==> src/rtl/core/wcp_pkg.sv <==
package wcp_pkg;

    localparam int SPLIT_W = 6;
    localparam int PAIR_W = 11;
    localparam int STAT_W = 32;
    localparam int WIDE_W = 64;

    // quotient bits: 64 integer bits of the numerator plus 60 fraction bits
    localparam int FRAC_BITS = 60;
    localparam int DIV_STEPS = WIDE_W + FRAC_BITS;
    localparam int DIV_CNT_W = $clog2(DIV_STEPS);

    localparam logic [STAT_W-1:0] STAT_POS_MAX = {1'b0, {(STAT_W-1){1'b1}}};

    // request from the split sequencer to the normalizing unit
    typedef struct packed {
        logic [WIDE_W-1:0] num;
        logic [WIDE_W-1:0] den;
        logic              neg;
    } norm_req_t;

endpackage

==> src/rtl/core/wilcoxon_change_point_statistic.sv <==
// sequence: after the marked request the states DEN1, DEN2 and DEN3 form n^5 in three
// multiplies, then each split runs a ring rotation, three multiplies, handoff, 124-step
// divide, 32-step root and done, and its result is strobed in the next cycle, so n-1
// results follow; throughput is one request per cycle while loading
// results are strobed on valid for one cycle; the receiver cannot stall
// reset clears the sample count, drop flag and sequencer; samples are not cleared
module wilcoxon_change_point_statistic
    import wcp_pkg::*;
#(
    parameter int MAX_SAMPLES = 64,
    parameter int SAMPLE_BITS = 32
)
(
    input  logic                      clk,
    input  logic                      rst_n,
    input  logic                      start,
    output logic                      busy,
    input  logic signed [31:0]        sample,
    input  logic                      last,
    output logic                      valid,
    output logic [SPLIT_W-1:0]        split_after,
    output logic [PAIR_W-1:0]         pair_count,
    output logic signed [STAT_W-1:0]  statistic,
    output logic                      overflowed,
    output logic                      final_res
);

    localparam int NW = $clog2(MAX_SAMPLES + 1);
    localparam int SW = $clog2(MAX_SAMPLES);
    localparam int CW = 2 * NW;
    localparam int SB = SAMPLE_BITS;

    localparam logic [3:0] ST_IDLE = 4'd0;
    localparam logic [3:0] ST_DEN1 = 4'd1;
    localparam logic [3:0] ST_DEN2 = 4'd2;
    localparam logic [3:0] ST_DEN3 = 4'd3;
    localparam logic [3:0] ST_PASS = 4'd4;
    localparam logic [3:0] ST_MUL1 = 4'd5;
    localparam logic [3:0] ST_MUL2 = 4'd6;
    localparam logic [3:0] ST_MUL3 = 4'd7;
    localparam logic [3:0] ST_NORM = 4'd8;

    logic [3:0]        state_reg, state_next;
    logic [NW-1:0]     count_reg, count_next;
    logic              drop_reg, drop_next;
    logic [NW-1:0]     n_reg, n_next;
    logic [NW-1:0]     k_reg, k_next;
    logic [SW-1:0]     step_reg, step_next;
    logic [CW-1:0]     pairs_reg, pairs_next;
    logic [SB-1:0]     x_reg, x_next;
    logic [SB-1:0]     xn_reg, xn_next;
    logic [CW-1:0]     m_reg, m_next;
    logic [WIDE_W-1:0] sq_reg, sq_next;
    logic [WIDE_W-1:0] n2_reg, n2_next;
    logic [WIDE_W-1:0] den_reg, den_next;
    norm_req_t         req_reg, req_next;
    logic              go_reg, go_next;

    logic              valid_reg;
    logic [SPLIT_W-1:0] split_reg;
    logic [PAIR_W-1:0] pcount_reg;
    logic [STAT_W-1:0] stat_reg;
    logic              ovf_reg;
    logic              fin_reg;

    logic              accept;
    logic              load;
    logic              shift_en;
    logic [SB-1:0]     v_in;
    logic [SB-1:0]     head_d;
    logic [SB-1:0]     tail;
    logic [SB-1:0]     cell_q [MAX_SAMPLES];
    logic [NW:0]       jsum;
    logic              jvalid;
    logic [NW:0]       j;
    logic [CW:0]       two_c;
    logic              neg;
    logic [CW-1:0]     ad;
    logic              norm_done;
    logic [STAT_W-1:0] norm_stat;
    logic              last_split;

    assign accept = start && (state_reg == ST_IDLE);
    assign load   = accept && (count_reg < NW'(MAX_SAMPLES));

    // sign bit flipped so unsigned order matches signed order
    assign v_in = SB'($unsigned(sample)) ^ {1'b1, {(SB-1){1'b0}}};

    // ring of sample cells: loads push at the head, passes rotate the tail back
    assign shift_en = load || (state_reg == ST_PASS);
    assign head_d   = load ? v_in : tail;
    assign tail     = cell_q[MAX_SAMPLES-1];

    generate
        for (genvar gi = 0; gi < MAX_SAMPLES; gi++)
        begin : g_cell
            if (gi == 0)
            begin : g_head
                wcp_cell #(.W(SB)) u_cell (
                    .clk      (clk),
                    .shift_en (shift_en),
                    .d        (head_d),
                    .q        (cell_q[gi])
                );
            end
            else
            begin : g_body
                wcp_cell #(.W(SB)) u_cell (
                    .clk      (clk),
                    .shift_en (shift_en),
                    .d        (cell_q[gi-1]),
                    .q        (cell_q[gi])
                );
            end
        end
    endgenerate

    // sample index at the tail during a pass
    assign jsum   = (NW+1)'(step_reg) + (NW+1)'(n_reg);
    assign jvalid = jsum >= (NW+1)'(MAX_SAMPLES);
    assign j      = jsum - (NW+1)'(MAX_SAMPLES);

    assign two_c = {pairs_reg, 1'b0};
    assign neg   = two_c < {1'b0, m_reg};
    assign ad    = neg ? CW'({1'b0, m_reg} - two_c) : CW'(two_c - {1'b0, m_reg});

    assign last_split = (k_reg + 1'b1) == n_reg;

    always_comb
    begin
        state_next = state_reg;
        count_next = count_reg;
        drop_next  = drop_reg;
        n_next     = n_reg;
        k_next     = k_reg;
        step_next  = step_reg;
        pairs_next = pairs_reg;
        x_next     = x_reg;
        xn_next    = xn_reg;
        m_next     = m_reg;
        sq_next    = sq_reg;
        n2_next    = n2_reg;
        den_next   = den_reg;
        req_next   = req_reg;
        go_next    = 1'b0;

        unique case (state_reg)
            ST_IDLE:
            begin
                if (accept)
                begin
                    if (load)
                    begin
                        count_next = count_reg + 1'b1;
                    end
                    else
                    begin
                        drop_next = 1'b1;
                    end
                    if (last)
                    begin
                        n_next = load ? count_reg + 1'b1 : count_reg;
                        if (n_next < NW'(2))
                        begin
                            count_next = '0;
                            drop_next  = 1'b0;
                        end
                        else
                        begin
                            state_next = ST_DEN1;
                        end
                    end
                end
            end
            // den = n^5 in three multiplies
            ST_DEN1:
            begin
                n2_next    = WIDE_W'(CW'(n_reg) * CW'(n_reg));
                pairs_next = '0;
                k_next     = NW'(1);
                step_next  = '0;
                state_next = ST_DEN2;
            end
            ST_DEN2:
            begin
                n2_next    = WIDE_W'((2*CW)'(n2_reg[CW-1:0]) * (2*CW)'(n2_reg[CW-1:0]));
                state_next = ST_DEN3;
            end
            ST_DEN3:
            begin
                den_next   = WIDE_W'(n2_reg * n_reg);
                state_next = ST_PASS;
            end
            // one full rotation updates the pair count for split k
            ST_PASS:
            begin
                if (jvalid)
                begin
                    if ((j < (NW+1)'(k_reg) - 1'b1) && (tail > x_reg))
                    begin
                        pairs_next = pairs_reg - 1'b1;
                    end
                    if ((j >= (NW+1)'(k_reg)) && (x_reg > tail))
                    begin
                        pairs_next = pairs_reg + 1'b1;
                    end
                    if (j == (NW+1)'(k_reg) - 1'b1)
                    begin
                        x_next = tail;
                    end
                    if (j == (NW+1)'(k_reg))
                    begin
                        xn_next = tail;
                    end
                end
                step_next = step_reg + 1'b1;
                if (step_reg == SW'(MAX_SAMPLES - 1))
                begin
                    step_next  = '0;
                    state_next = ST_MUL1;
                end
            end
            ST_MUL1:
            begin
                m_next     = CW'(CW'(k_reg) * CW'(n_reg - k_reg));
                x_next     = xn_reg;
                state_next = ST_MUL2;
            end
            ST_MUL2:
            begin
                sq_next      = WIDE_W'((2*CW)'(ad) * (2*CW)'(ad));
                req_next.neg = neg;
                state_next   = ST_MUL3;
            end
            ST_MUL3:
            begin
                req_next.num = WIDE_W'((sq_reg * m_reg) << 2);
                req_next.den = den_reg;
                go_next      = 1'b1;
                state_next   = ST_NORM;
            end
            ST_NORM:
            begin
                if (norm_done)
                begin
                    if (last_split)
                    begin
                        count_next = '0;
                        drop_next  = 1'b0;
                        pairs_next = '0;
                        state_next = ST_IDLE;
                    end
                    else
                    begin
                        k_next     = k_reg + 1'b1;
                        state_next = ST_PASS;
                    end
                end
            end
            default:
            begin
                state_next = ST_IDLE;
            end
        endcase
    end

    wcp_norm u_norm (
        .clk   (clk),
        .rst_n (rst_n),
        .go    (go_reg),
        .req   (req_reg),
        .done  (norm_done),
        .stat  (norm_stat)
    );

    // control
    always_ff @(posedge clk or negedge rst_n)
    begin
        if (!rst_n)
        begin
            state_reg <= ST_IDLE;
            count_reg <= '0;
            drop_reg  <= 1'b0;
            pairs_reg <= '0;
            go_reg    <= 1'b0;
            valid_reg <= 1'b0;
        end
        else
        begin
            state_reg <= state_next;
            count_reg <= count_next;
            drop_reg  <= drop_next;
            pairs_reg <= pairs_next;
            go_reg    <= go_next;
            valid_reg <= (state_reg == ST_NORM) && norm_done;
        end
    end

    // datapath and result registers
    always_ff @(posedge clk)
    begin
        n_reg    <= n_next;
        k_reg    <= k_next;
        step_reg <= step_next;
        x_reg    <= x_next;
        xn_reg   <= xn_next;
        m_reg    <= m_next;
        sq_reg   <= sq_next;
        n2_reg   <= n2_next;
        den_reg  <= den_next;
        req_reg  <= req_next;
        if ((state_reg == ST_NORM) && norm_done)
        begin
            split_reg  <= SPLIT_W'(k_reg);
            pcount_reg <= PAIR_W'(pairs_reg);
            stat_reg   <= norm_stat;
            ovf_reg    <= drop_reg;
            fin_reg    <= last_split;
        end
    end

    assign busy        = state_reg != ST_IDLE;
    assign valid       = valid_reg;
    assign split_after = split_reg;
    assign pair_count  = pcount_reg;
    assign statistic   = stat_reg;
    assign overflowed  = ovf_reg;
    assign final_res   = fin_reg;

endmodule

==> src/rtl/core/wcp_cell.sv <==
module wcp_cell
    import wcp_pkg::*;
#(
    parameter int W = 32
)
(
    input  logic         clk,
    input  logic         shift_en,
    input  logic [W-1:0] d,
    output logic [W-1:0] q
);

    logic [W-1:0] q_reg;

    // one sample of the ring, moves to the neighbor on every shift
    always_ff @(posedge clk)
    begin
        if (shift_en)
        begin
            q_reg <= d;
        end
    end

    assign q = q_reg;

endmodule

==> src/rtl/core/wcp_norm.sv <==
module wcp_norm
    import wcp_pkg::*;
(
    input  logic              clk,
    input  logic              rst_n,
    input  logic              go,
    input  norm_req_t         req,
    output logic              done,
    output logic [STAT_W-1:0] stat
);

    localparam logic [1:0] ST_IDLE = 2'd0;
    localparam logic [1:0] ST_DIV  = 2'd1;
    localparam logic [1:0] ST_ROOT = 2'd2;

    logic [1:0]          state_reg, state_next;
    logic [DIV_CNT_W-1:0] step_reg, step_next;
    logic [WIDE_W-1:0]   num_reg, num_next;
    logic [WIDE_W-1:0]   den_reg, den_next;
    logic [WIDE_W-1:0]   rem_reg, rem_next;
    logic [WIDE_W-1:0]   q_reg, q_next;
    logic                sat_reg, sat_next;
    logic                neg_reg, neg_next;
    logic [WIDE_W-1:0]   v_reg, v_next;
    logic [WIDE_W-1:0]   r_reg, r_next;
    logic [WIDE_W-1:0]   bit_reg, bit_next;
    logic                done_reg, done_next;
    logic [STAT_W-1:0]   stat_reg, stat_next;

    logic [WIDE_W:0]     rem_sh;
    logic                ge;
    logic [WIDE_W-1:0]   trial;
    logic [WIDE_W-1:0]   r_fin;
    logic [STAT_W:0]     rounded;

    always_comb
    begin
        state_next = state_reg;
        step_next  = step_reg;
        num_next   = num_reg;
        den_next   = den_reg;
        rem_next   = rem_reg;
        q_next     = q_reg;
        sat_next   = sat_reg;
        neg_next   = neg_reg;
        v_next     = v_reg;
        r_next     = r_reg;
        bit_next   = bit_reg;
        done_next  = 1'b0;
        stat_next  = stat_reg;

        // restoring division, one quotient bit a cycle
        rem_sh = {rem_reg, num_reg[WIDE_W-1]};
        ge     = rem_sh >= {1'b0, den_reg};

        // digit-by-digit square root, one result bit a cycle
        trial = r_reg + bit_reg;
        r_fin = (v_reg >= trial) ? ((r_reg >> 1) + bit_reg) : (r_reg >> 1);
        rounded = (STAT_W+1)'((r_fin + 64'd1) >> 1);

        unique case (state_reg)
            ST_IDLE:
            begin
                if (go)
                begin
                    num_next   = req.num;
                    den_next   = req.den;
                    neg_next   = req.neg;
                    rem_next   = '0;
                    q_next     = '0;
                    sat_next   = 1'b0;
                    step_next  = DIV_CNT_W'(DIV_STEPS - 1);
                    state_next = ST_DIV;
                end
            end
            ST_DIV:
            begin
                num_next = num_reg << 1;
                rem_next = ge ? WIDE_W'(rem_sh - {1'b0, den_reg}) : WIDE_W'(rem_sh);
                sat_next = sat_reg | q_reg[WIDE_W-1];
                q_next   = {q_reg[WIDE_W-2:0], ge};
                step_next = step_reg - 1'b1;
                if (step_reg == '0)
                begin
                    v_next     = (sat_reg | q_reg[WIDE_W-1]) ? '1 : {q_reg[WIDE_W-2:0], ge};
                    r_next     = '0;
                    bit_next   = {2'b01, {(WIDE_W-2){1'b0}}};
                    state_next = ST_ROOT;
                end
            end
            ST_ROOT:
            begin
                if (v_reg >= trial)
                begin
                    v_next = v_reg - trial;
                end
                r_next   = r_fin;
                bit_next = bit_reg >> 2;
                if (bit_reg == WIDE_W'(1))
                begin
                    done_next = 1'b1;
                    if (neg_reg)
                    begin
                        stat_next = STAT_W'(~rounded + 1'b1);
                    end
                    else if (rounded > {1'b0, STAT_POS_MAX})
                    begin
                        stat_next = STAT_POS_MAX;
                    end
                    else
                    begin
                        stat_next = rounded[STAT_W-1:0];
                    end
                    state_next = ST_IDLE;
                end
            end
            default:
            begin
                state_next = ST_IDLE;
            end
        endcase
    end

    // control
    always_ff @(posedge clk or negedge rst_n)
    begin
        if (!rst_n)
        begin
            state_reg <= ST_IDLE;
            done_reg  <= 1'b0;
        end
        else
        begin
            state_reg <= state_next;
            done_reg  <= done_next;
        end
    end

    // datapath
    always_ff @(posedge clk)
    begin
        step_reg <= step_next;
        num_reg  <= num_next;
        den_reg  <= den_next;
        rem_reg  <= rem_next;
        q_reg    <= q_next;
        sat_reg  <= sat_next;
        neg_reg  <= neg_next;
        v_reg    <= v_next;
        r_reg    <= r_next;
        bit_reg  <= bit_next;
        stat_reg <= stat_next;
    end

    assign done = done_reg;
    assign stat = stat_reg;

endmodule

==> config.mk <==
export PLATFORM = sky130hd
export DESIGN_NAME = wilcoxon_change_point_statistic
export DESIGN_NICKNAME = d
export VERILOG_FILES = /design/src/rtl/core/wcp_pkg.sv /design/src/rtl/core/wilcoxon_change_point_statistic.sv /design/src/rtl/core/wcp_cell.sv /design/src/rtl/core/wcp_norm.sv
export SDC_FILE = /design/constraint.sdc
export NUM_CORES = 2
export LEC_CHECK = 0
export ABC_CLOCK_PERIOD_IN_PS = 43800
export BUFFER_PORTS_ARGS = -buffer_cell sky130_fd_sc_hd__buf_2
export CAP_MARGIN = 20
export CELL_PAD_IN_SITES_DETAIL_PLACEMENT = 1
export CELL_PAD_IN_SITES_GLOBAL_PLACEMENT = 2
export CORE_ASPECT_RATIO = 1.1
export CORE_MARGIN = 2
export CORE_UTILIZATION = 42
export CTS_CLUSTER_DIAMETER = 120
export DETAILED_ROUTE_END_ITERATION = 8
export PLACE_DENSITY = 0.87
export SLEW_MARGIN = 20
export SYNTH_ARGS = -nofsm -noshare
export SYNTH_HDL_FRONTEND = slang
export SYNTH_SLANG_ARGS = --single-unit
export TNS_END_PERCENT = 20
==> constraint.sdc <==
create_clock -name clk -period 43.8 [get_ports clk]
set_input_delay 2.19 -clock clk [delete_from_list [all_inputs] [get_ports clk]]
set_output_delay 2.19 -clock clk [all_outputs]
set_load 0.02 [all_outputs]
==> flow_summary.ini <==
[die]
die-area_mm2 = 0.3284
die_x_um = 546.6
core_mm2 = 0.3228
start_util_pct = 42.14
rows = 219
top_level_ports = 89
die_h_um = 600.9

[clock_tree]
numCtsBuffers = 289
clk_latency_ns = 0.90
cts_setup_buffers = 0
cts_max_path_buffers = 4
cts_sinks = 2827
post_cts_resize_count = 0
cts_tree = done
htreeDepth = 5
clk_pin_slew_ns = 0.06
cts_hold_buf = 0
cts_root_buf = clkbuf_16

[synthesis]
synth_top_area_share_pct = 61.73
yosysSeqAreaShare_pct = 62.30
yosysUniqueCellTypes = 101
muxShareOfSynthArea_pct = 0.4848
synth_edf_count = 2796
yosys_warnings = 0
syn-instance-count = 9583
synthFlopType = edfxtp_1
synth_compound_area_share_pct = 5.866
ys_ff_latch = 2827
yosys.area_share.simple_pct = 8.571
yosysTopAreaCell = edfxtp_1
synth_top_family_by_area = adder cells
syn_avg_cell_area_um2 = 14.19
yosys.area_share.adder_pct = 16.31
async_reset_ff_share_pct = 1.097
yosys-top-cells-area = edfxtp_1, fa_1, ha_1
syn_area_mm2 = 0.1360
syn_nets = 10983
synth_xor_area_share_pct = 3.193

[sta]
drv_slew = 0
holdWs_ns = 0.3906
finalClockSkew_ns = 0.06271
rsz0062_at_grt = no
finalWorstSetupSlack_ns = 33.21
maxSlewHeadroom_pct = 25.56
setup_viol = 0
finalCritPeriodShare_pct = 24.17
worst_pin_slew_ns = 1.111
finalHoldViolations = 0
fmax_ghz = 0.09447
fin_crit_ns = 10.59
setup_tns_ns = 0

[grt]
grt_max_degree = 217
antenna_found_initial = 11
grt_overflow_total = 0
grt_pass1_vias = 80808
grt_usage_pct = 17.59
grt_first_pass_wirelength_mm = 461.2

[final_layout]
fin_cells = 14319
post_route_cells_drive_above_1_share_pct = 7.826
synthToLayoutAreaGrowth_pct = 11.43
num-fill-cells = 32246
mostFrequentLayoutCells = edfxtp_1, inv_1, nand2_1, fa_1, ha_1
fin_util_pct = 46.96
layout_commonest_cell = edfxtp_1
fin_nets = 11173
largest_reg_flops = 2016

[critical_path]
crit_top_cell = o21ai_0
arrival_ns = 11.17
r2r_setup_slack_ns = 33.21
cp-end-kind = register
slowest_stage = edfxtp_1
cp_max_fo = 28
cpPeakStageDelay_ns = 0.59
crit_required_ns = 44.39
start_kind = register
path_class = register to register

[placed_design]
io_buffers = 88
post-place-ws_ns = 33.29
gp_congestion = 0.8362
placed_cells = 13788
dp_hpwl_mm = 190.6

[route]
drt_wl_total_mm = 287.4
drtPass1Iterations = 5
ant_nets = 0
routed.top_layer = met5
drtIter0Drc = 4235
viasPerCell = 5.129
wl_met3_mm = 9.131
dr_wl_met2_mm = 143.7
vias = 73445
wl_met1_mm = 128.4
remaining_drc_errors = 0
drt-wirelength-per-cell_um = 20.07

[power]
ir_worst_vdd_mv = 0.03500
p_leak_nw = 50.69
p_per_area_mw_per_mm2 = 36.14

[outcome]
status = complete, no violations

[job]
cap_violations = 0

[hold_path]
hold_class = register to register
==> power breakdown <==
group          internal, mW  leakage, nW  switching [mW]  total, mW
Clock                  1.47         4.72            1.08       2.55
Sequential             2.93         18.8               0       2.93
Combinational       0.00118         27.2         0.00174    0.00295
Total                  4.40         50.7            1.08       5.48
==> layout make-up <==
type | count | area (µm²) | share of cell area [%]
diodes | 5 | 12.51 | 0.008255
clock buffers | 341 | 7543 | 4.977
repair buffers | 187 | 1275 | 0.8412
multi-input cells | 5578 | 47040 | 31.04
inverters | 890 | 3342 | 2.205
flip-flops and latches | 2827 | 84740 | 55.91
clock inverters | 182 | 2227 | 1.469
well taps | 4309 | 5391 | 3.557
==> cell families (layout without fill, tap and decap cells) <==
group,count (synthesis),count (layout)
other,0,5
and+or+nand+nor,2397,2397
adders and majority gates,1364,1364
AOI/OAI and AO/OA,1262,1262
muxes,60,60
xor gates and xnor gates,495,495
buffers and inverters,1178,1600
DFF,2827,2827
==> routing by layer <==
metal  track usage (%)  up-vias
li1                  -    34216
met5                 0        -
met1             23.76    37807
met3             2.017      384
met4             4.473        4
met2             30.21     1034
==> worst paths after layout <==
| path | endpoint | cells past startpoint | startpoint |
|---|---|---|---|
| max in group asynchronous | u_norm.state_reg[0] | 2 | rst_n |
| min reg2reg | req_reg[17] | 0 | den_reg[16] |
| max | u_norm.stat[7] | 37 | u_norm.r_reg[10] |
| min in group asynchronous | count_reg[1] | 2 | rst_n |
| min | req_reg[17] | 0 | den_reg[16] |
| max reg2reg | u_norm.stat[7] | 37 | u_norm.r_reg[10] |
==> Yosys cell counts (100+ instances only) <==
cell and number:
a21o_1 120, a21oi_1 384, and2_1 478, clkbuf_1 257
edfxtp_1 2796, fa_1 682, ha_1 682, inv_1 884
nand2_1 796, nand3_1 104, nor2_1 513, nor3_1 100
o21ai_0 290, xnor2_1 304, xor2_1 190
==> stage by stage <==
step | area, µm² | power (mW)
floorplan | 136000 | 2.984
finish | 151600 | 5.477
global placement | 141700 | 2.986
detailed placement | 141700 | 2.986
CTS | 151500 | 5.544
global route | 151600 | 5.622
==> critical path: cells and delay by family (launching register included) <==
kind                       cells  cell delay [ns]
adders and majority gates      3             1.12
AOI/OAI and AO/OA             18             4.57
xor gates and xnor gates       1             0.12
DFF                            1             0.59
and+or+nand+nor               14             3.68
buffers and inverters          1             0.21
Power figures use the tool's default switching activity.
